## src/sv/tdgsm_pkg.sv

```systemverilog
// Shared constants, codes and types of the table-driven guard state machine.
package tdgsm_pkg;

  localparam int MAX_TRANSITIONS = 16;
  localparam int NUM_STATES      = 16;
  localparam int NUM_EVENTS      = 16;
  localparam int ACTION_LIMIT    = 32;

  localparam int IDX_W    = $clog2(MAX_TRANSITIONS);
  localparam int CNT_W    = $clog2(MAX_TRANSITIONS + 1);
  localparam int ST_IDX_W = $clog2(NUM_STATES);
  localparam int STATE_W  = 5;
  localparam int EV_W     = 4;
  localparam int PARAM_W  = 16;
  localparam int NEXT_W   = 4;
  localparam int MASK_W   = 32;

  localparam logic [PARAM_W-1:0] PARAM_WILDCARD = 16'hFFFF;
  localparam logic [STATE_W-1:0] STATE_ANY      = STATE_W'(NUM_STATES);

  // configuration register index (byte address bit 2)
  localparam logic REG_INITIAL_STATE    = 1'b0;
  localparam logic REG_TRANSITION_COUNT = 1'b1;

  typedef enum logic [2:0] {
    KIND_INIT      = 3'd0,
    KIND_EVENT     = 3'd1,
    KIND_QUERY     = 3'd2,
    KIND_WR_TRANS  = 3'd3,
    KIND_WR_DENY   = 3'd4
  } kind_t;

  typedef enum logic [1:0] {
    STATUS_OK      = 2'd0,
    STATUS_BAD     = 2'd1,
    STATUS_NOMATCH = 2'd2
  } status_t;

  typedef struct packed {
    logic [STATE_W-1:0] src;
    logic [EV_W-1:0]    ev;
    logic [PARAM_W-1:0] param;
    logic [NEXT_W-1:0]  next;
  } trans_entry_t;

  typedef struct packed {
    logic             we;
    logic [IDX_W-1:0] addr;
    trans_entry_t     entry;
  } trans_wr_t;

  typedef struct packed {
    logic                we;
    logic [ST_IDX_W-1:0] addr;
    logic [MASK_W-1:0]   mask;
  } deny_wr_t;

  typedef struct packed {
    logic              done;
    logic              hit;
    logic [NEXT_W-1:0] next;
  } scan_res_t;

  typedef struct packed {
    logic done;
    logic allowed;
  } guard_res_t;

endpackage

```

## src/sv/tdgsm_scan.sv

```systemverilog
// Transition table memory and the sequential first-match scan over it.
module tdgsm_scan (
  input  logic                            clk,
  input  logic                            rst_n,
  input  logic                            start,
  input  logic [tdgsm_pkg::CNT_W-1:0]     limit,
  input  logic [tdgsm_pkg::STATE_W-1:0]   present,
  input  logic [tdgsm_pkg::EV_W-1:0]      ev,
  input  logic [tdgsm_pkg::PARAM_W-1:0]   param,
  input  tdgsm_pkg::trans_wr_t            wr,
  output tdgsm_pkg::scan_res_t            res
);

  tdgsm_pkg::trans_entry_t mem [tdgsm_pkg::MAX_TRANSITIONS];
  tdgsm_pkg::trans_entry_t rd_q;

  logic                          busy_r,    busy_nxt;
  logic [tdgsm_pkg::CNT_W-1:0]   cnt_r,     cnt_nxt;
  logic [tdgsm_pkg::CNT_W-1:0]   lim_r;
  logic                          rd_vld_r,  rd_vld_nxt;
  logic                          rd_last_r, rd_last_nxt;
  logic                          done_r,    done_nxt;
  logic                          hit_r;
  logic [tdgsm_pkg::NEXT_W-1:0]  next_r;
  logic [tdgsm_pkg::EV_W-1:0]    ev_r;
  logic [tdgsm_pkg::PARAM_W-1:0] param_r;
  logic                          issue, match, finish;

  assign issue = busy_r && (cnt_r < lim_r);

  // entry read last cycle against the latched event
  assign match = rd_vld_r
              && (rd_q.src == present || rd_q.src == tdgsm_pkg::STATE_ANY)
              && (rd_q.ev == ev_r)
              && (rd_q.param == tdgsm_pkg::PARAM_WILDCARD || rd_q.param == param_r);
  assign finish = rd_vld_r && (match || rd_last_r);

  always_comb begin
    busy_nxt    = busy_r;
    cnt_nxt     = cnt_r;
    rd_vld_nxt  = issue && !finish;
    rd_last_nxt = (cnt_r == lim_r - tdgsm_pkg::CNT_W'(1));
    done_nxt    = finish;
    if (start) begin
      busy_nxt = (limit != '0);
      cnt_nxt  = '0;
      done_nxt = (limit == '0);
    end else begin
      if (finish) busy_nxt = 1'b0;
      if (issue)  cnt_nxt  = cnt_r + tdgsm_pkg::CNT_W'(1);
    end
  end

  always_ff @(posedge clk) begin
    if (!rst_n) begin
      busy_r    <= 1'b0;
      cnt_r     <= '0;
      rd_vld_r  <= 1'b0;
      rd_last_r <= 1'b0;
      done_r    <= 1'b0;
    end else begin
      busy_r    <= busy_nxt;
      cnt_r     <= cnt_nxt;
      rd_vld_r  <= rd_vld_nxt;
      rd_last_r <= rd_last_nxt;
      done_r    <= done_nxt;
    end
  end

  always_ff @(posedge clk) begin
    if (start) begin
      lim_r   <= limit;
      ev_r    <= ev;
      param_r <= param;
    end
    if (done_nxt) begin
      hit_r  <= finish && match;
      next_r <= rd_q.next;
    end
  end

  // synchronous table memory, one read and one write per cycle
  always_ff @(posedge clk) begin
    if (wr.we) mem[wr.addr] <= wr.entry;
    if (issue) rd_q <= mem[cnt_r[tdgsm_pkg::IDX_W-1:0]];
  end

  assign res.done = done_r;
  assign res.hit  = hit_r;
  assign res.next = next_r;

endmodule

```

## src/sv/tdgsm_guard.sv

```systemverilog
// Deny mask memory and the action permission check.
module tdgsm_guard (
  input  logic                          clk,
  input  logic                          rst_n,
  input  logic                          start,
  input  logic                          initialised,
  input  logic [tdgsm_pkg::STATE_W-1:0] present,
  input  logic [15:0]                   action,
  input  tdgsm_pkg::deny_wr_t           wr,
  output tdgsm_pkg::guard_res_t         res
);

  logic [tdgsm_pkg::MASK_W-1:0] mem [tdgsm_pkg::NUM_STATES];
  logic [tdgsm_pkg::MASK_W-1:0] rd_q;
  logic                         done_r;
  logic                         ok_r;
  logic [4:0]                   bit_r;
  logic                         ok;

  assign ok = initialised
           && (present < tdgsm_pkg::STATE_W'(tdgsm_pkg::NUM_STATES))
           && ({16'd0, action} < 32'(tdgsm_pkg::ACTION_LIMIT));

  always_ff @(posedge clk) begin
    if (!rst_n) done_r <= 1'b0;
    else        done_r <= start;
  end

  always_ff @(posedge clk) begin
    if (wr.we) mem[wr.addr] <= wr.mask;
    if (start) begin
      rd_q  <= mem[present[tdgsm_pkg::ST_IDX_W-1:0]];
      ok_r  <= ok;
      bit_r <= action[4:0];
    end
  end

  assign res.done    = done_r;
  assign res.allowed = ok_r && !rd_q[bit_r];

endmodule

```

## src/sv/table_driven_guard_state_machine.sv

```systemverilog
// Top level of the table-driven guard state machine: control, registers, result stage.
//
// Usage
// - Input channel (in_valid/in_ready): one item per transfer, kind selects
//   init, event, action query, transition entry write or deny mask write.
// - Result channel (out_valid/out_ready): exactly one result per item, in
//   order: status, allowed and the state after the item (16 = not yet
//   initialised).
// - APB-style register port: initial_state at 0x0, transition_count at 0x4;
//   write only while the block is idle. pready is tied high.
// - Items are handled one at a time. Init, loads and unknown kinds go
//   from idle straight to the flush state; a query passes the query
//   state first (one deny memory read); a valid event scans the
//   transition memory one entry per cycle (the single read port's rate),
//   first match wins, over at most min(transition_count,16) entries.
// - in_ready rises again once the result is in the output register, so the
//   next item is taken while that result still waits for the receiver.
// - A stalled receiver holds the result; a finished item then waits in the
//   flush state until the output register frees up.
// - Reset: state reads 16 (not initialised), registers 0, no result
//   pending. Table and mask memories are not cleared; load before use.
module table_driven_guard_state_machine (
  input  logic        clk,
  input  logic        rst_n,
  // input channel
  input  logic        in_valid,
  output logic        in_ready,
  input  logic [2:0]  in_kind,
  input  logic [7:0]  in_event_code,
  input  logic [15:0] in_event_param,
  input  logic [15:0] in_action_num,
  input  logic [3:0]  in_entry_index,
  input  logic [4:0]  in_entry_state,
  input  logic [3:0]  in_entry_event,
  input  logic [15:0] in_entry_param,
  input  logic [3:0]  in_entry_next,
  input  logic [31:0] in_deny_mask,
  // result channel
  output logic        out_valid,
  input  logic        out_ready,
  output logic [1:0]  out_status,
  output logic        out_allowed,
  output logic [4:0]  out_current_state,
  // register port
  input  logic        psel,
  input  logic        penable,
  input  logic        pwrite,
  input  logic [2:0]  paddr,
  input  logic [31:0] pwdata,
  output logic [31:0] prdata,
  output logic        pready
);

  typedef enum logic [1:0] {
    ST_IDLE,
    ST_SCAN,
    ST_QUERY,
    ST_FLUSH
  } ctrl_state_t;

  ctrl_state_t                    state_r, state_nxt;
  logic [tdgsm_pkg::STATE_W-1:0]  present_r, present_nxt;
  logic                           init_r, init_nxt;
  logic [3:0]                     init_state_r, init_state_nxt;
  logic [4:0]                     tcount_r, tcount_nxt;
  tdgsm_pkg::status_t             res_status_r, res_status_nxt;
  logic                           res_allowed_r, res_allowed_nxt;
  logic                           out_valid_r, out_valid_nxt;
  tdgsm_pkg::status_t             out_status_r, out_status_nxt;
  logic                           out_allowed_r, out_allowed_nxt;
  logic [tdgsm_pkg::STATE_W-1:0]  out_state_r, out_state_nxt;

  logic                           accept, cfg_wr;
  logic                           scan_start, guard_start;
  logic [tdgsm_pkg::CNT_W-1:0]    scan_limit;
  tdgsm_pkg::trans_wr_t           trans_wr;
  tdgsm_pkg::deny_wr_t            deny_wr;
  tdgsm_pkg::scan_res_t           scan_res;
  tdgsm_pkg::guard_res_t          guard_res;

  assign accept = in_valid && in_ready;
  assign in_ready = (state_r == ST_IDLE);

  // register port: write on the access phase, reads are combinational
  assign pready = 1'b1;
  assign cfg_wr = psel && penable && pwrite;
  assign prdata = (paddr[2] == tdgsm_pkg::REG_TRANSITION_COUNT) ? {27'd0, tcount_r}
                                                               : {28'd0, init_state_r};

  // entries beyond the table never take part
  assign scan_limit = (tcount_r > tdgsm_pkg::CNT_W'(tdgsm_pkg::MAX_TRANSITIONS))
                    ? tdgsm_pkg::CNT_W'(tdgsm_pkg::MAX_TRANSITIONS)
                    : tdgsm_pkg::CNT_W'(tcount_r);

  // table writes straight from the accepted item
  always_comb begin
    trans_wr.we          = accept && (in_kind == tdgsm_pkg::KIND_WR_TRANS)
                        && ({1'b0, in_entry_index} < 5'(tdgsm_pkg::MAX_TRANSITIONS));
    trans_wr.addr        = in_entry_index[tdgsm_pkg::IDX_W-1:0];
    trans_wr.entry.src   = in_entry_state;
    trans_wr.entry.ev    = in_entry_event;
    trans_wr.entry.param = in_entry_param;
    trans_wr.entry.next  = in_entry_next;
    deny_wr.we   = accept && (in_kind == tdgsm_pkg::KIND_WR_DENY)
                && (in_entry_state < tdgsm_pkg::STATE_W'(tdgsm_pkg::NUM_STATES));
    deny_wr.addr = in_entry_state[tdgsm_pkg::ST_IDX_W-1:0];
    deny_wr.mask = in_deny_mask;
  end

  tdgsm_scan u_scan (
    .clk     (clk),
    .rst_n   (rst_n),
    .start   (scan_start),
    .limit   (scan_limit),
    .present (present_r),
    .ev      (in_event_code[tdgsm_pkg::EV_W-1:0]),
    .param   (in_event_param),
    .wr      (trans_wr),
    .res     (scan_res)
  );

  tdgsm_guard u_guard (
    .clk         (clk),
    .rst_n       (rst_n),
    .start       (guard_start),
    .initialised (init_r),
    .present     (present_r),
    .action      (in_action_num),
    .wr          (deny_wr),
    .res         (guard_res)
  );

  always_comb begin
    state_nxt       = state_r;
    present_nxt     = present_r;
    init_nxt        = init_r;
    init_state_nxt  = init_state_r;
    tcount_nxt      = tcount_r;
    res_status_nxt  = res_status_r;
    res_allowed_nxt = res_allowed_r;
    out_valid_nxt   = out_valid_r;
    out_status_nxt  = out_status_r;
    out_allowed_nxt = out_allowed_r;
    out_state_nxt   = out_state_r;
    scan_start      = 1'b0;
    guard_start     = 1'b0;

    if (cfg_wr) begin
      if (paddr[2] == tdgsm_pkg::REG_TRANSITION_COUNT) tcount_nxt = pwdata[4:0];
      else                                               init_state_nxt = pwdata[3:0];
    end

    if (out_valid_r && out_ready) out_valid_nxt = 1'b0;

    case (state_r)
      ST_IDLE: begin
        if (accept) begin
          res_status_nxt  = tdgsm_pkg::STATUS_OK;
          res_allowed_nxt = 1'b0;
          state_nxt       = ST_FLUSH;
          case (tdgsm_pkg::kind_t'(in_kind))
            tdgsm_pkg::KIND_INIT: begin
              present_nxt = {1'b0, init_state_r};
              init_nxt    = 1'b1;
            end
            tdgsm_pkg::KIND_EVENT: begin
              if (!init_r || ({1'b0, in_event_code} >= 9'(tdgsm_pkg::NUM_EVENTS))) begin
                res_status_nxt = tdgsm_pkg::STATUS_BAD;
              end else begin
                scan_start = 1'b1;
                state_nxt  = ST_SCAN;
              end
            end
            tdgsm_pkg::KIND_QUERY: begin
              guard_start = 1'b1;
              state_nxt   = ST_QUERY;
            end
            tdgsm_pkg::KIND_WR_TRANS, tdgsm_pkg::KIND_WR_DENY: begin
              res_status_nxt = tdgsm_pkg::STATUS_OK;
            end
            default: res_status_nxt = tdgsm_pkg::STATUS_BAD;
          endcase
        end
      end
      ST_SCAN: begin
        if (scan_res.done) begin
          if (scan_res.hit) begin
            present_nxt    = {1'b0, scan_res.next};
            res_status_nxt = tdgsm_pkg::STATUS_OK;
          end else begin
            res_status_nxt = tdgsm_pkg::STATUS_NOMATCH;
          end
          state_nxt = ST_FLUSH;
        end
      end
      ST_QUERY: begin
        if (guard_res.done) begin
          res_allowed_nxt = guard_res.allowed;
          res_status_nxt  = tdgsm_pkg::STATUS_OK;
          state_nxt       = ST_FLUSH;
        end
      end
      ST_FLUSH: begin
        // wait for a free output register
        if (!out_valid_r || out_ready) begin
          out_valid_nxt   = 1'b1;
          out_status_nxt  = res_status_r;
          out_allowed_nxt = res_allowed_r;
          out_state_nxt   = present_r;
          state_nxt       = ST_IDLE;
        end
      end
      default: state_nxt = ST_IDLE;
    endcase
  end

  always_ff @(posedge clk) begin
    if (!rst_n) begin
      state_r      <= ST_IDLE;
      present_r    <= tdgsm_pkg::STATE_ANY;
      init_r       <= 1'b0;
      init_state_r <= '0;
      tcount_r     <= '0;
      out_valid_r  <= 1'b0;
    end else begin
      state_r      <= state_nxt;
      present_r    <= present_nxt;
      init_r       <= init_nxt;
      init_state_r <= init_state_nxt;
      tcount_r     <= tcount_nxt;
      out_valid_r  <= out_valid_nxt;
    end
    res_status_r  <= res_status_nxt;
    res_allowed_r <= res_allowed_nxt;
    out_status_r  <= out_status_nxt;
    out_allowed_r <= out_allowed_nxt;
    out_state_r   <= out_state_nxt;
  end

  assign out_valid         = out_valid_r;
  assign out_status        = out_status_r;
  assign out_allowed       = out_allowed_r;
  assign out_current_state = out_state_r;

endmodule

```

## config.mk

```make
export PLATFORM = sky130hd
export DESIGN_NAME = table_driven_guard_state_machine
export DESIGN_NICKNAME = d
export VERILOG_FILES = /design/src/sv/tdgsm_pkg.sv /design/src/sv/tdgsm_scan.sv /design/src/sv/tdgsm_guard.sv /design/src/sv/table_driven_guard_state_machine.sv
export SDC_FILE = /design/constraint.sdc
export NUM_CORES = 1
export LEC_CHECK = 0
export BUFFER_PORTS_ARGS = -buffer_cell sky130_fd_sc_hd__buf_4
export CORE_AREA = 2 2 244 294
export DETAILED_ROUTE_END_ITERATION = 8
export DIE_AREA = 0 0 246 296
export HOLD_SLACK_MARGIN = 0.15
export PLACE_DENSITY = 0.8
export SLEW_MARGIN = 20
export SYNTH_ARGS = -nofsm -noshare
export SYNTH_HDL_FRONTEND = slang
export SYNTH_SLANG_ARGS = --single-unit
```

## constraint.sdc

```tcl
create_clock -name clk -period 5.2 [get_ports clk]
set_input_delay 0.78 -clock clk [delete_from_list [all_inputs] [get_ports clk]]
set_output_delay 0.78 -clock clk [all_outputs]
set_load 0.005 [all_outputs]
```

# After elaboration in Yosys (flattened, before gate mapping)
# Memory sizes are Yosys's and may differ from the RTL's. A register that Yosys moved wholly into a read port is not among the register bits.
# Cells that the tools add are included.
# op_classes
add_sub_neg	2
n_lt_le_gt_ge	7
n_eq_ne	19
muxes	43
bitwise	2
reduce_logical	44
# op_table
operator	count
$mux 5	6
$mux 1	21
$mux 2	9
$logic_and 1x1->1	17
$eq 16x16->1	1
$eq 16x16->1 const B	1
$lt 16x6->1 const B	1
$eq 5x5->1	2
$lt 5x5->1 const B	2
$ne 2x1->1 const B	5
$pmux 5 s2	1
$ge 8x5->1 const B	1
$pmux 2 s4	1
$reduce_and 4->1	2
$eq 3x2->1 const B	2
$lt 5x6->1 const B	1
$pmux 2 s3	1
$reduce_and 2->1	3
$reduce_and 3->1	2
$reduce_bool 2->1	3
$add 5x1->5 const B	1
$bmux 1 s5	1
$eq 5x5->1 const B	1
$gt 5x5->1 const B	1
other kinds (21)	31
# word_totals
reg_bits	75
ram_bits	976
inputBits	150
mem_count	2
# memory_table
memory	depth	word_bits	read_ports	rd_clocked_by_memory_dff	write_ports	line	rtl
u_guard.mem	16	32	1	1	1	tdgsm_guard.sv:13	logic [tdgsm_pkg::MASK_W-1:0] mem [tdgsm_pkg::NUM_STATES];
u_scan.mem	16	29	1	1	1	tdgsm_scan.sv:14	tdgsm_pkg::trans_entry_t mem [tdgsm_pkg::MAX_TRANSITIONS];

# Logic depth before layout (Yosys ltp)
# Gate-level depths: netlist of the first run.
# depth
word_depth	9
ltp_mapped	10

# By module
# A second synthesis of the first run with hierarchy kept.
# hier_totals
hier_cells	1824
area_unflattened_um2	42948.7
# modules_own_cells
mod	n_inst	cells_per_inst	area_each_um2
tdgsm_guard	1	816	20823.7
tdgsm_scan	1	850	20489.7
table_driven_guard_state_machine	1	158	1635.3

# Least setup slack after synthesis of the first run
# No wires, ideal clock.
# synth_timing
path_type	input port to flip-flop
from	in in_valid
to	mem u_guard.mem[0][0] (netlist bit) (enable)
arrival_time_ns	3.700
required_ns	4.739
slack_ns	1.039
path_stages	4
n_path_buf	0
cell_sequence	and2_0 -> nand4b_1 -> or3_1 -> nor3_1
# synth_via
elab_chain_cells	5
# synth_lines
item	line	rtl
start, declared	table_driven_guard_state_machine.sv:26	input logic in_valid,
$logic_and 1x1->1	table_driven_guard_state_machine.sv:81	assign accept = in_valid && in_ready;
$logic_and 1x1->1	table_driven_guard_state_machine.sv:104	deny_wr.we = accept && (in_kind == tdgsm_pkg::KIND_WR_DENY)
$logic_and 1x1->1	table_driven_guard_state_machine.sv:105	&& (in_entry_state < tdgsm_pkg::STATE_W'(tdgsm_pkg::NUM_STATES));
$mux 1	tdgsm_guard.sv:30	if (wr.we) mem[wr.addr] <= wr.mask;
$mux 1 (implied by the code)	tdgsm_guard.sv:30	
end, declared	tdgsm_guard.sv:13	
# No other way between the ends.

# Worst setup path in the final report of the first run
# layout_timing
from	reg state_r[0]
to	mem u_guard.mem[5][5] (netlist bit) (enable)
# layout_via
elab_chain_cells	6
# layout_lines
item	line	rtl
start, declared	table_driven_guard_state_machine.sv:61	ctrl_state_t state_r, state_nxt;
start signal, assigned	table_driven_guard_state_machine.sv:226	state_r <= state_nxt;
$logic_not 2->1	table_driven_guard_state_machine.sv:82	assign in_ready = (state_r == ST_IDLE);
$logic_and 1x1->1	table_driven_guard_state_machine.sv:81	
$logic_and 1x1->1	table_driven_guard_state_machine.sv:104	
$logic_and 1x1->1	table_driven_guard_state_machine.sv:105	
$mux 1	tdgsm_guard.sv:30	
$mux 1 (implied by the code)	tdgsm_guard.sv:30	
# No other way between the ends.

==> results of run 1 <==
==> registers in the layout, indices dropped and copies added, names as in the netlist, 2 cells and up <==
| register | cells |
|---|---|
| u_scan.rd_q | 29 |
| u_scan.param_r | 16 |
| u_scan.cnt_r | 5 |
| u_guard.mem | 512 |
| u_guard.bit_r | 5 |
| u_scan.lim_r | 5 |
| u_guard.rd_q | 32 |
| out_status | 2 |
| present_r | 5 |
| u_scan.next_r | 4 |
| tcount_r | 5 |
| out_current_state | 5 |
| init_state_r | 4 |
| u_scan.ev_r | 4 |
| state_r | 2 |
| u_scan.mem | 464 |
| res_status_r | 2 |
==> final timing paths <==
path,end,slack (ns),depth (start not counted)
max,u_guard.mem[5][5],1.74,8
min,u_guard.bit_r[4],0.28,1
max reg2reg,u_guard.mem[5][5],1.74,8
min reg2reg,out_allowed,0.43,0
==> stage by stage <==
| step | power (mW) | setup slack (ns) | hold slack [ns] | instances | area, µm² |
|---|---|---|---|---|---|
| floorplan | 11.8 | 1.04 | 0.400 | 1818 | 42500 |
| global placement | 12.3 | 1.78 | 0.404 | 2818 | 44800 |
| detailed placement | 12.4 | 1.72 | 0.411 | 2818 | 44800 |
| CTS | 19.9 | 1.80 | 0.249 | 3003 | 48200 |
| global route | 20.3 | 1.67 | 0.268 | 3006 | 48200 |
| finish | 19.8 | 1.74 | 0.279 | 3007 | 48200 |
==> cells in the mapped netlist, drive strengths merged, types with 8 or more instances <==
library cell	n	area [µm²]
edfxtp	1084	32600
mux4	315	7090
buf	69	413
clkbuf	37	139
nor2	35	131
dfxtp	28	561
nor2b	22	138
xnor2	22	193
nand2	19	71.3
mux2i	15	150
inv	13	48.8
nor3	13	65.1
a21oi	12	60.1
ha	12	150
nand4	12	75.1
nor4	8	50.1
o21ai	8	40.0
xor2	8	70.1
==> layout make-up <==
type / count / share of cell area (%)
clock inverter: 60 / 1.51
timing repair buffer: 180 / 2.91
clock buffer: 125 / 5.56
sequential: 1112 / 68.7
multi-input combinational: 587 / 18.8
antenna: 4 / 0.0208
tap: 926 / 2.40
inverter: 13 / 0.101
==> per-layer routing <==
metal,wire [µm],vias up,track usage (%)
met5,27,-,0
met4,3570,4,11.1
met3,6510,220,3.86
met2,52600,1043,48.0
met1,32900,10443,32.8
li1,-,7966,-
==> power by group through the flow <==
stage | Combinational, mW | Sequential, mW | Clock, mW
2_1_floorplan | 1.62 | 10.2 | 0
3_5_place_dp | 2.07 | 10.4 | 0
3_3_place_gp | 2.00 | 10.3 | 0
6_report | 2.08 | 10.2 | 7.59
5_1_grt | 2.22 | 10.2 | 7.94
4_1_cts | 2.12 | 10.2 | 7.65
==> critical path, delay by kind of cell (launching register included) <==
| kind | cells | cell delay, ns |
|---|---|---|
| flip-flops | 1 | 0.34 |
| buffers and inverters | 2 | 0.53 |
| adder cells (fa/ha/maj) | 1 | 0.25 |
| AND/OR/NAND/NOR | 5 | 2.00 |
==> cell families (layout without fill, tap and decap cells) <==
| group | count (synthesis) | count (layout) | share of synthesized area (%) |
|---|---|---|---|
| AO/OA/AOI/OAI | 40 | 40 | 0.631 |
| XOR/XNOR | 30 | 30 | 0.619 |
| adder cells (fa/ha/maj) | 12 | 12 | 0.354 |
| buffers and inverters | 119 | 378 | 1.42 |
| flip-flops | 1112 | 1112 | 78.0 |
| multiplexers | 334 | 334 | 17.2 |
| other | 2 | 32 | 0.0177 |
| AND/OR/NAND/NOR | 143 | 143 | 1.77 |
==> metrics.yaml, run 1 <==
status: "complete, no violations"
dp_hpwl_um: 50300
switchingPower_mw: 4.39
r2r_start: "state_r[0]"
drtPass1Iterations: 5
die_area_mm2: 0.0728
rows: 107
rsz0062_at_grt: "false"
required_ns: 5.53
hold_class: "in2reg"
slowest_delay_ns: 0.86
p_comb_share_pct: 10.5
post-route-util_pct: 68.6
syn_inst: 1792
setup_viol: 0
die_h_um: 296
via_per_inst: 6.54
drt_iter0_markers: 2069
synth_seq_cells: 1112
register_area_mm2: 0.0331
overflow: 0
nets: 2157
coreArea_mm2: 0.0703
ys_seq_area_share_pct: 78.0
path_cells: "inv_1, ha_1, and2_0, nand4b_1, nor2_1, nand2_1, nor2_4, buf_4"
grt_first_pass_wirelength_um: 138000
drc_errors: 0
layout_commonest_cell: "edfxtp_1"
numCtsBuffers: 101
gp_congestion: 0.796
final_cell_mix: "edfxtp_1 (1084), mux4_2 (315), buf_4 (176)"
tns_ns: 0
io_buffers: 135
hold_buffers: 0
p_clk_share_pct: 38.3
max-slew-margin-rel_pct: 22.5
ant_nets: 0
grt_max_degree: 84
cts-resized-gates: 0
max_cap_violations: 0
start_kind: "flop"
grt_pass1_vias: 20900
crit_path_start: "state_r[0]"
fillerInstances: 3945
clock_skew_ns: 0.0348
maxSlewViolCount: 0
power_leakage_nw: 15.0
cts_tree: "done"
start_util_pct: 60.4
post_drt_wl_per_cell_um: 31.8
hold_viol: 0
ys_warn_count: 0
clk_pin_slew_ns: 0.06
io_pins: 193
p_seq_share_pct: 51.2
die_width_um: 246
cpMaxStageDelayCell: "nor2_4"
avgSynthCellArea_um2: 23.7
end_kind: "flop"
arrival_ns: 3.79
gr-usage-all-layers_pct: 26.8
clk_latency_ns: 0.68
fin_crit_sh_pct: 66.5
path_class: "reg2reg"
netlist_area_mm2: 0.0424
grt_antenna_before_repair: 5
p_int_mw: 15.4
multi_input_area_mm2: 0.00906
power.density_mw_per_mm2: 411
vias: 19676
min-delay-start: "in_action_num[4]"
synthFlopType: "edfxtp_1"
clock-root-buffer: "clkbuf_16"
cp_max_fo: 22
post_cts.repair.setup_buffers: 0
cts_sinks: 1112
drive_gt1_share_pct: 33.3
tightest_slew_ns: 1.16
swShare_pct: 22.1
period_needed_ns: 3.46
drt-total-wl_um: 95700
area_growth_syn_to_layout_pct: 13.6
cts_buffer_depth: 3
synth_edf_count: 1084
ys_types: 45
fmax_ghz: 0.289
synthArstFlopShare_pct: 0
cts_max_level: 3
ir_drop_v: 0.000429
Power figures use the tool's default switching activity.
==> run 2: changes to the inputs <==
--- a/config.mk
+++ b/config.mk
@@ -5,12 +5,13 @@
 export SDC_FILE = /design/constraint.sdc
 export NUM_CORES = 1
 export LEC_CHECK = 0
+export ABC_AREA = 1
 export BUFFER_PORTS_ARGS = -buffer_cell sky130_fd_sc_hd__buf_4
-export CORE_AREA = 2 2 244 294
+export CORE_AREA = 2 2 261 315
 export DETAILED_ROUTE_END_ITERATION = 8
-export DIE_AREA = 0 0 246 296
+export DIE_AREA = 0 0 263 317
 export HOLD_SLACK_MARGIN = 0.15
-export PLACE_DENSITY = 0.8
+export PLACE_DENSITY = 0.76
 export SLEW_MARGIN = 20
 export SYNTH_ARGS = -nofsm -noshare
 export SYNTH_HDL_FRONTEND = slang
==> constraint.sdc (replaced) <==
create_clock -name clk -period 3.1 [get_ports clk]
set_input_delay 0.465 -clock clk [delete_from_list [all_inputs] [get_ports clk]]
set_output_delay 0.465 -clock clk [all_outputs]
set_load 0.005 [all_outputs]
==> run 2 against run 1 <==
Against the previous run:
- fmax rose by 19%
- clock skew rose by 0.0015 ns
- non-clock buffer count rose by 160
- combinational power rose by 36%
- sequential power rose by 65%
- clock power rose by 62%
- utilization fell by 5.3 points
- total power rose by 61%
- largest power group unchanged
==> metrics.yaml, run 2 <==
status: "complete, no violations"
dp_slack_ns: 0.103  # -1.62 ns
drt_iter0_markers: 3145  # +52%
final_design_area_no_fill_mm2: 0.0508  # +5.3%
area_growth_syn_to_layout_pct: 15.9
setup_viol: 0  # unchanged
die_width_um: 263  # +6.9%
yosysMostFrequentCell: "edfxtp_1"
r2r_start: "state_r[0]"
layout_commonest_cell: "edfxtp_1"
holdPathStages: 4  # +3
netlist_area_mm2: 0.0438  # +3.2%
setup_ws_ns: 0.202  # -1.54 ns
cts_sinks: 1112  # unchanged
clock_skew_ns: 0.0363  # +0.00145 ns
synth_seq_cells: 1112  # unchanged
dpl-instance-area_mm2: 0.0465  # +3.8%
timing.rr.end: "u_guard.mem[0][4]"
top_regs: "u_guard.mem: 512 flops, u_scan.mem: 464 flops, u_guard.rd_q: 32 flops"
die_h_um: 317  # +7.1%
syn_inst: 3141  # +75%
maxSlewViolCount: 0  # unchanged
avgSynthCellArea_um2: 13.9  # -41%
synth_top_area_share_pct: 74.3  # -2.4 points
gr-usage-all-layers_pct: 24.7  # -2.1 points
synth_top_family_by_area: "compound AO/OA/AOI/OAI gates"
clk_latency_ns: 0.68  # about the same
gp_congestion: 0.809  # +1.7%
final_cell_mix: "edfxtp_1 (1084), nor2_1 (520), o21ai_0 (389)"
period_needed_ns: 2.90  # -0.557 ns
regToRegSetupSlack_ns: 0.20  # -1.54 ns
grt_antenna_before_repair: 6  # +1
fin_crit_sh_pct: 93.5  # +27 points
post_drt_wl_per_cell_um: 23.1  # -27%
fmax_ghz: 0.345  # +19%
slowest_delay_ns: 0.43  # -0.43 ns
max_cap_violations: 0  # unchanged
synthArstFlopShare_pct: 0  # unchanged
via_per_inst: 6.02  # -8.0%
arrival_ns: 3.21  # -0.58 ns
io_pins: 193  # unchanged
required_ns: 3.41  # -2.12 ns
yosys.area_share.adder_pct: 0.343  # -0.011 points
hold_viol: 0  # unchanged
max-slew-margin-rel_pct: 22.1  # -0.41 points
cp_top_family: "simple AND/OR/NAND/NOR gates"
tns_ns: 0  # unchanged
dp_hpwl_um: 58900  # +17%
cpMaxStageDelayCell: "buf_4"
drt-total-wl_um: 104000  # +9.1%
yosys.area_share.simple_pct: 7.85  # +6.1 points
power_leakage_nw: 16.8  # +12%
drtPass1Iterations: 6  # +1
start_kind: "flop"
r2r_cells: 8  # unchanged
cp_max_fo: 24  # +9.1%
path_class: "reg2reg"
ant_nets: 0  # unchanged
end_kind: "flop"
ys_types: 40  # -11%
synth_edf_count: 1084  # unchanged
min-delay-start: "in_action_num[9]"
ys_seq_area_share_pct: 75.6  # -2.4 points
io_buffers: 135  # unchanged
synth_xor_area_share_pct: 0.120  # -0.50 points
nets: 3549  # +65%
start_util_pct: 54.6  # -5.7 points
synthFlopType: "edfxtp_1"
cts_tree: "done"
path_cells: "inv_1, ha_1, nand2_1, nor4_2, buf_4, nand3_1, nor2_4, buf_4"
crit_top_cell: "buf_4"
ir_drop_v: 0.000543  # +27%
ys_warn_count: 0  # unchanged
cts_max_level: 3  # unchanged
die_area_mm2: 0.0834  # +14%
synth_mux_area_share_pct: 2.10  # -15 points
rows: 114  # +6.5%
clock-root-buffer: "clkbuf_16"
coreArea_mm2: 0.0802  # +14%
vias: 27213  # +38%
power.density_mw_per_mm2: 630  # +53%
cts_buffer_depth: 3  # unchanged
top_register: "u_guard.mem"
synth_compound_area_share_pct: 10.4  # +9.8 points
hold_class: "in2reg"
overflow: 0  # unchanged
clk_pin_slew_ns: 0.06  # about the same
grt_pass1_vias: 27073  # +30%
synth_area_leaders: "edfxtp_1 (74%), nor2_1 (4.7%), o21ai_0 (4.4%)"
tightest_slew_ns: 1.17  # +0.00345 ns
synthTopCellsByCount: "edfxtp_1 (1084), nor2_1 (554), o21ai_0 (389), nand2_1 (190), o221ai_1 (141)"
numCtsBuffers: 101  # unchanged
grt_first_pass_wirelength_um: 156000  # +13%
grt_max_degree: 162  # +93%
critical_path_buf_inv_count: 3  # +1
rsz0062_at_grt: "false"
yosysTopAreaCell: "edfxtp_1"
drive_gt1_share_pct: 12.7  # -21 points
largest_reg_flops: 512  # unchanged
drc_errors: 0  # unchanged
holdPathEnd: "u_guard.ok_r"
[run 2: cell count changes after synthesis, sizes merged, moves of 34 or more]
cell    before  now
clkbuf      37  119
o221ai       0  141
o32ai        0   34
buf         69  104
mux2i       15   92
nand3        6  103
o211ai       0   51
inv         13   91
nand2       19  190
o21ai        8  406
mux4       315    0
nor2        35  554
o22ai        1   70
[run 2: layer usage]
metal | share of wire, % | global-route usage, % | vias to the layer above
met5 | 0.038 | 0 | -
met4 | 4.5 | 11.7 | 6
li1 | - | - | 12269
met3 | 7.0 | 3.65 | 271
met2 | 51 | 44.1 | 1194
met1 | 37 | 29.6 | 13473
[run 2: through the flow]
| stage | total power, mW | instances | utilization [%] | hold WS, ns |
|---|---|---|---|---|
| 2_1_floorplan | 18.9 | 3167 | - | 0.400 |
| 3_3_place_gp | 19.8 | 4232 | 58.0 | 0.401 |
| 3_5_place_dp | 19.9 | 4232 | 58.0 | 0.405 |
| 4_1_cts | 32.1 | 4516 | 63.3 | 0.156 |
| 5_1_grt | 32.9 | 4519 | 63.3 | 0.184 |
| 6_report | 32.0 | 4519 | 63.3 | 0.185 |
[run 2: how the worst max path moves through the flow]
| stage | start | endpoint | slack [ns] | cells after the start |
|---|---|---|---|---|
| 3_5_place_dp | state_r[0] | u_guard.mem[0][28] | 0.10 | 8 |
| 6_report | state_r[0] | u_guard.mem[0][4] | 0.20 | 8 |
| 5_1_grt | state_r[0] | u_guard.mem[15][9] | 0.04 | 8 |
| 4_1_cts | state_r[0] | u_guard.mem[15][14] | 0.10 | 8 |
| 3_3_place_gp | state_r[0] | u_guard.mem[0][14] | 0.08 | 8 |
| 2_1_floorplan | state_r[0] | u_guard.mem[0][0] | -0.15 | 6 |
[run 2: kinds of logic (layout without fill, tap and decap cells)]
logic type | Yosys count | count (layout)
DFF | 1112 | 1112
and+or+nand+nor | 869 | 869
AOI/OAI and AO/OA | 733 | 733
buffers and inverters | 315 | 620
muxes | 92 | 92
adders and majority gates | 12 | 12
xor gates and xnor gates | 6 | 6
other | 2 | 31
[run 2: layout make-up]
class | instances | area (µm²)
tap | 1044 | 1310
inverter | 92 | 355
sequential | 1112 | 33100
clock buffer | 126 | 2660
multi-input combinational | 1740 | 9500
timing repair buffer | 340 | 3190
clock inverter | 62 | 599
antenna | 3 | 7.51
fill | 5655 | 29400
[run 2: repair_timing]
action	in CTS	in global routing
gates resized for setup	0	1
hold endpoints to repair	1012	0
buffers inserted	0	0
hold buffers	96	0
endpoints found under the setup margin	0	159
[run 2: worst min-delay path: stages]
cell     delay, ns
buf_4         0.08
nor4_1        0.03
nand2_1       0.04
nor2_1        0.05
[run 2: power by group]
part	leakage [nW]	internal, mW	switching, mW
Sequential	9.98	16.7	0.137
Combinational	5.19	0.993	1.84
Clock	1.60	6.88	5.41
Total	16.8	24.6	7.39
==> run 3: changes to the inputs <==
--- a/config.mk
+++ b/config.mk
@@ -7,9 +7,9 @@
 export LEC_CHECK = 0
 export ABC_AREA = 1
 export BUFFER_PORTS_ARGS = -buffer_cell sky130_fd_sc_hd__buf_4
-export CORE_AREA = 2 2 261 315
+export CORE_AREA = 2 2 234 351
 export DETAILED_ROUTE_END_ITERATION = 8
-export DIE_AREA = 0 0 263 317
+export DIE_AREA = 0 0 236 353
 export HOLD_SLACK_MARGIN = 0.15
 export PLACE_DENSITY = 0.76
 export SLEW_MARGIN = 20
==> run 3 against run 2 <==
Against the previous run:
- critical path depth is the same
- sequential share of layout area grew 0.094 points
- wire length grew 1.8%
- sequential power is essentially flat
- non-clock buffer count shrank 14
- critical endpoint is now u_guard.mem[2][28]
- count of clock-buffer cells in the layout grew 3
- global-route usage grew 0.41 points
- clock power is essentially flat
- final cell count shrank 0.44%
==> metrics.yaml, run 3 (synthesis results as in run 2) <==
cts_max_level: 3  # unchanged
final_cell_mix: "edfxtp_1 (1084), nor2_1 (520), o21ai_0 (389)"
timing.rr.end: "u_guard.mem[2][28]"
post_cts.repair.setup_buffers: 0  # unchanged
post_drt_wl_per_cell_um: 23.6  # +2.2%
cts_sinks: 1112  # unchanged
r2r_cells: 8  # unchanged
area_growth_syn_to_layout_pct: 15.7
max_cap_violations: 0  # unchanged
crit_path_start: "state_r[0]"
die_width_um: 236  # -10%
setup_viol: 0  # unchanged
grt_max_degree: 236  # +46%
grt_pass1_vias: 27013  # -0.22%
end_kind: "flop"
drive_gt1_share_pct: 12.1  # -0.56 points
tns_ns: 0  # unchanged
clk_pin_slew_ns: 0.06  # about the same
r2r_start: "state_r[0]"
clk_latency_ns: 0.68  # about the same
arrival_ns: 3.19  # -0.02 ns
status: "complete, no violations"
power.density_mw_per_mm2: 631  # +0.24%
dp_hpwl_um: 60400  # +2.6%
top_regs: "u_guard.mem: 512 flops, u_scan.mem: 464 flops, u_guard.rd_q: 32 flops"
rows: 128  # +12%
cp_max_fo: 26  # +8.3%
fin_hold_ws_ns: 0.206  # +0.0212 ns
post-route-util_pct: 62.9  # -0.40 points
clock-root-buffer: "clkbuf_16"
regToRegSetupSlack_ns: 0.25  # +0.05 ns
cts_tree: "done"
overflow: 0  # unchanged
crit_end: "u_guard.mem[2][28]"
io_buffers: 135  # unchanged
gp_congestion: 0.839  # +3.8%
max-slew-margin-rel_pct: 25.2  # +3.1 points
start_util_pct: 54.4  # -0.27 points
clock_skew_ns: 0.0312  # -0.00507 ns
power_leakage_nw: 16.7  # -0.48%
coreArea_mm2: 0.0806  # +0.49%
die_h_um: 353  # +11%
rsz0062_at_grt: "false"
hold_viol: 0  # unchanged
die_area_mm2: 0.0833  # about the same
top_register: "u_guard.mem"
grt_antenna_before_repair: 6  # unchanged
fin_crit_sh_pct: 91.9  # -1.6 points
period_needed_ns: 2.85  # -0.0502 ns
nets: 3532  # -0.48%
maxSlewViolCount: 0  # unchanged
ir_drop_v: 0.000575  # +5.8%
numCtsBuffers: 98  # -3.0%
hold_class: "in2reg"
ant_nets: 0  # unchanged
required_ns: 3.44  # +0.03 ns
gr-usage-all-layers_pct: 25.1  # +0.41 points
largest_reg_flops: 512  # unchanged
vias: 27381  # +0.62%
drtPass1Iterations: 6  # unchanged
cts_buffer_depth: 3  # unchanged
layout_commonest_cell: "edfxtp_1"
grt_first_pass_wirelength_um: 157000  # +0.87%
drt_iter0_markers: 3313  # +5.3%
path_class: "reg2reg"
fmax_ghz: 0.351  # +1.8%
drc_errors: 0  # unchanged
tightest_slew_ns: 1.12  # -0.0433 ns
start_kind: "flop"
io_pins: 193  # unchanged
via_per_inst: 6.09  # +1.1%
drt-total-wl_um: 106000  # +1.8%
run 3: changes by cell type in the layout (fill, tap and decap cells not counted), sizes merged:
cell and delta:
clkinv -15, clkbuf +3, inv +3, diode +4, buf -14, bufinv +3
run 3: routing by layer:
metal,routed length [µm],GRT usage (%)
met2,57200,46.0
met5,8,0
met3,7290,3.50
met4,4040,10.5
met1,37700,29.4
run 3: how the worst min path moves through the flow:
stage / from / to / cells past startpoint
5_1_grt: in_kind[0] / u_guard.done_r / 4
3_3_place_gp: res_status_r[1] / out_status[1] / 0
6_report: in_kind[0] / u_guard.done_r / 4
2_1_floorplan: res_allowed_r / out_allowed / 0
3_5_place_dp: res_status_r[1] / out_status[1] / 0
4_1_cts: in_kind[0] / u_guard.done_r / 4
run 3: cell type report:
type | count | area (µm²)
Sequential cell | 1112 | 33100
Fill cell | 5667 | 29900
Multi-Input combinational cell | 1740 | 9500
Timing Repair Buffer | 326 | 3130
Clock buffer | 129 | 2650
Tap cell | 1040 | 1300
Clock inverter | 53 | 603
Inverter | 92 | 353
Antenna cell | 7 | 17.5
run 3: what timing repair did:
item | CTS | global route
hold buffers | 96 | 0
endpoints found under the setup margin | 0 | 52
gates resized for setup | 0 | 1
endpoints found under the hold margin | 1019 | 0
run 3: critical path, cell delays in order (launching register included):
cell and delay (ns):
dfxtp_1 0.32, inv_1 0.13, ha_1 0.26, nand2_1 0.21, nor4_2 0.37, buf_4 0.20, nand3_1 0.31, nor2_4 0.43
buf_12 0.28
run 3: power by group:
part           switching (mW)  total (mW)  internal, mW
registers               0.145        16.8          16.7
clock network            5.27        12.3          7.05
logic                    1.83        2.82         0.993
run 3: stage by stage:
stage / total power, mW / worst slack, ns / area (µm²) / instances
finish: 32.0 / 0.252 / 50700 / 4499
floorplan: 18.9 / -0.152 / 43900 / 3167
global placement: 19.8 / 0.0779 / 46400 / 4214
detailed placement: 19.9 / 0.0577 / 46400 / 4214
CTS: 32.1 / 0.0339 / 50700 / 4492
global route: 33.0 / 0.114 / 50700 / 4496
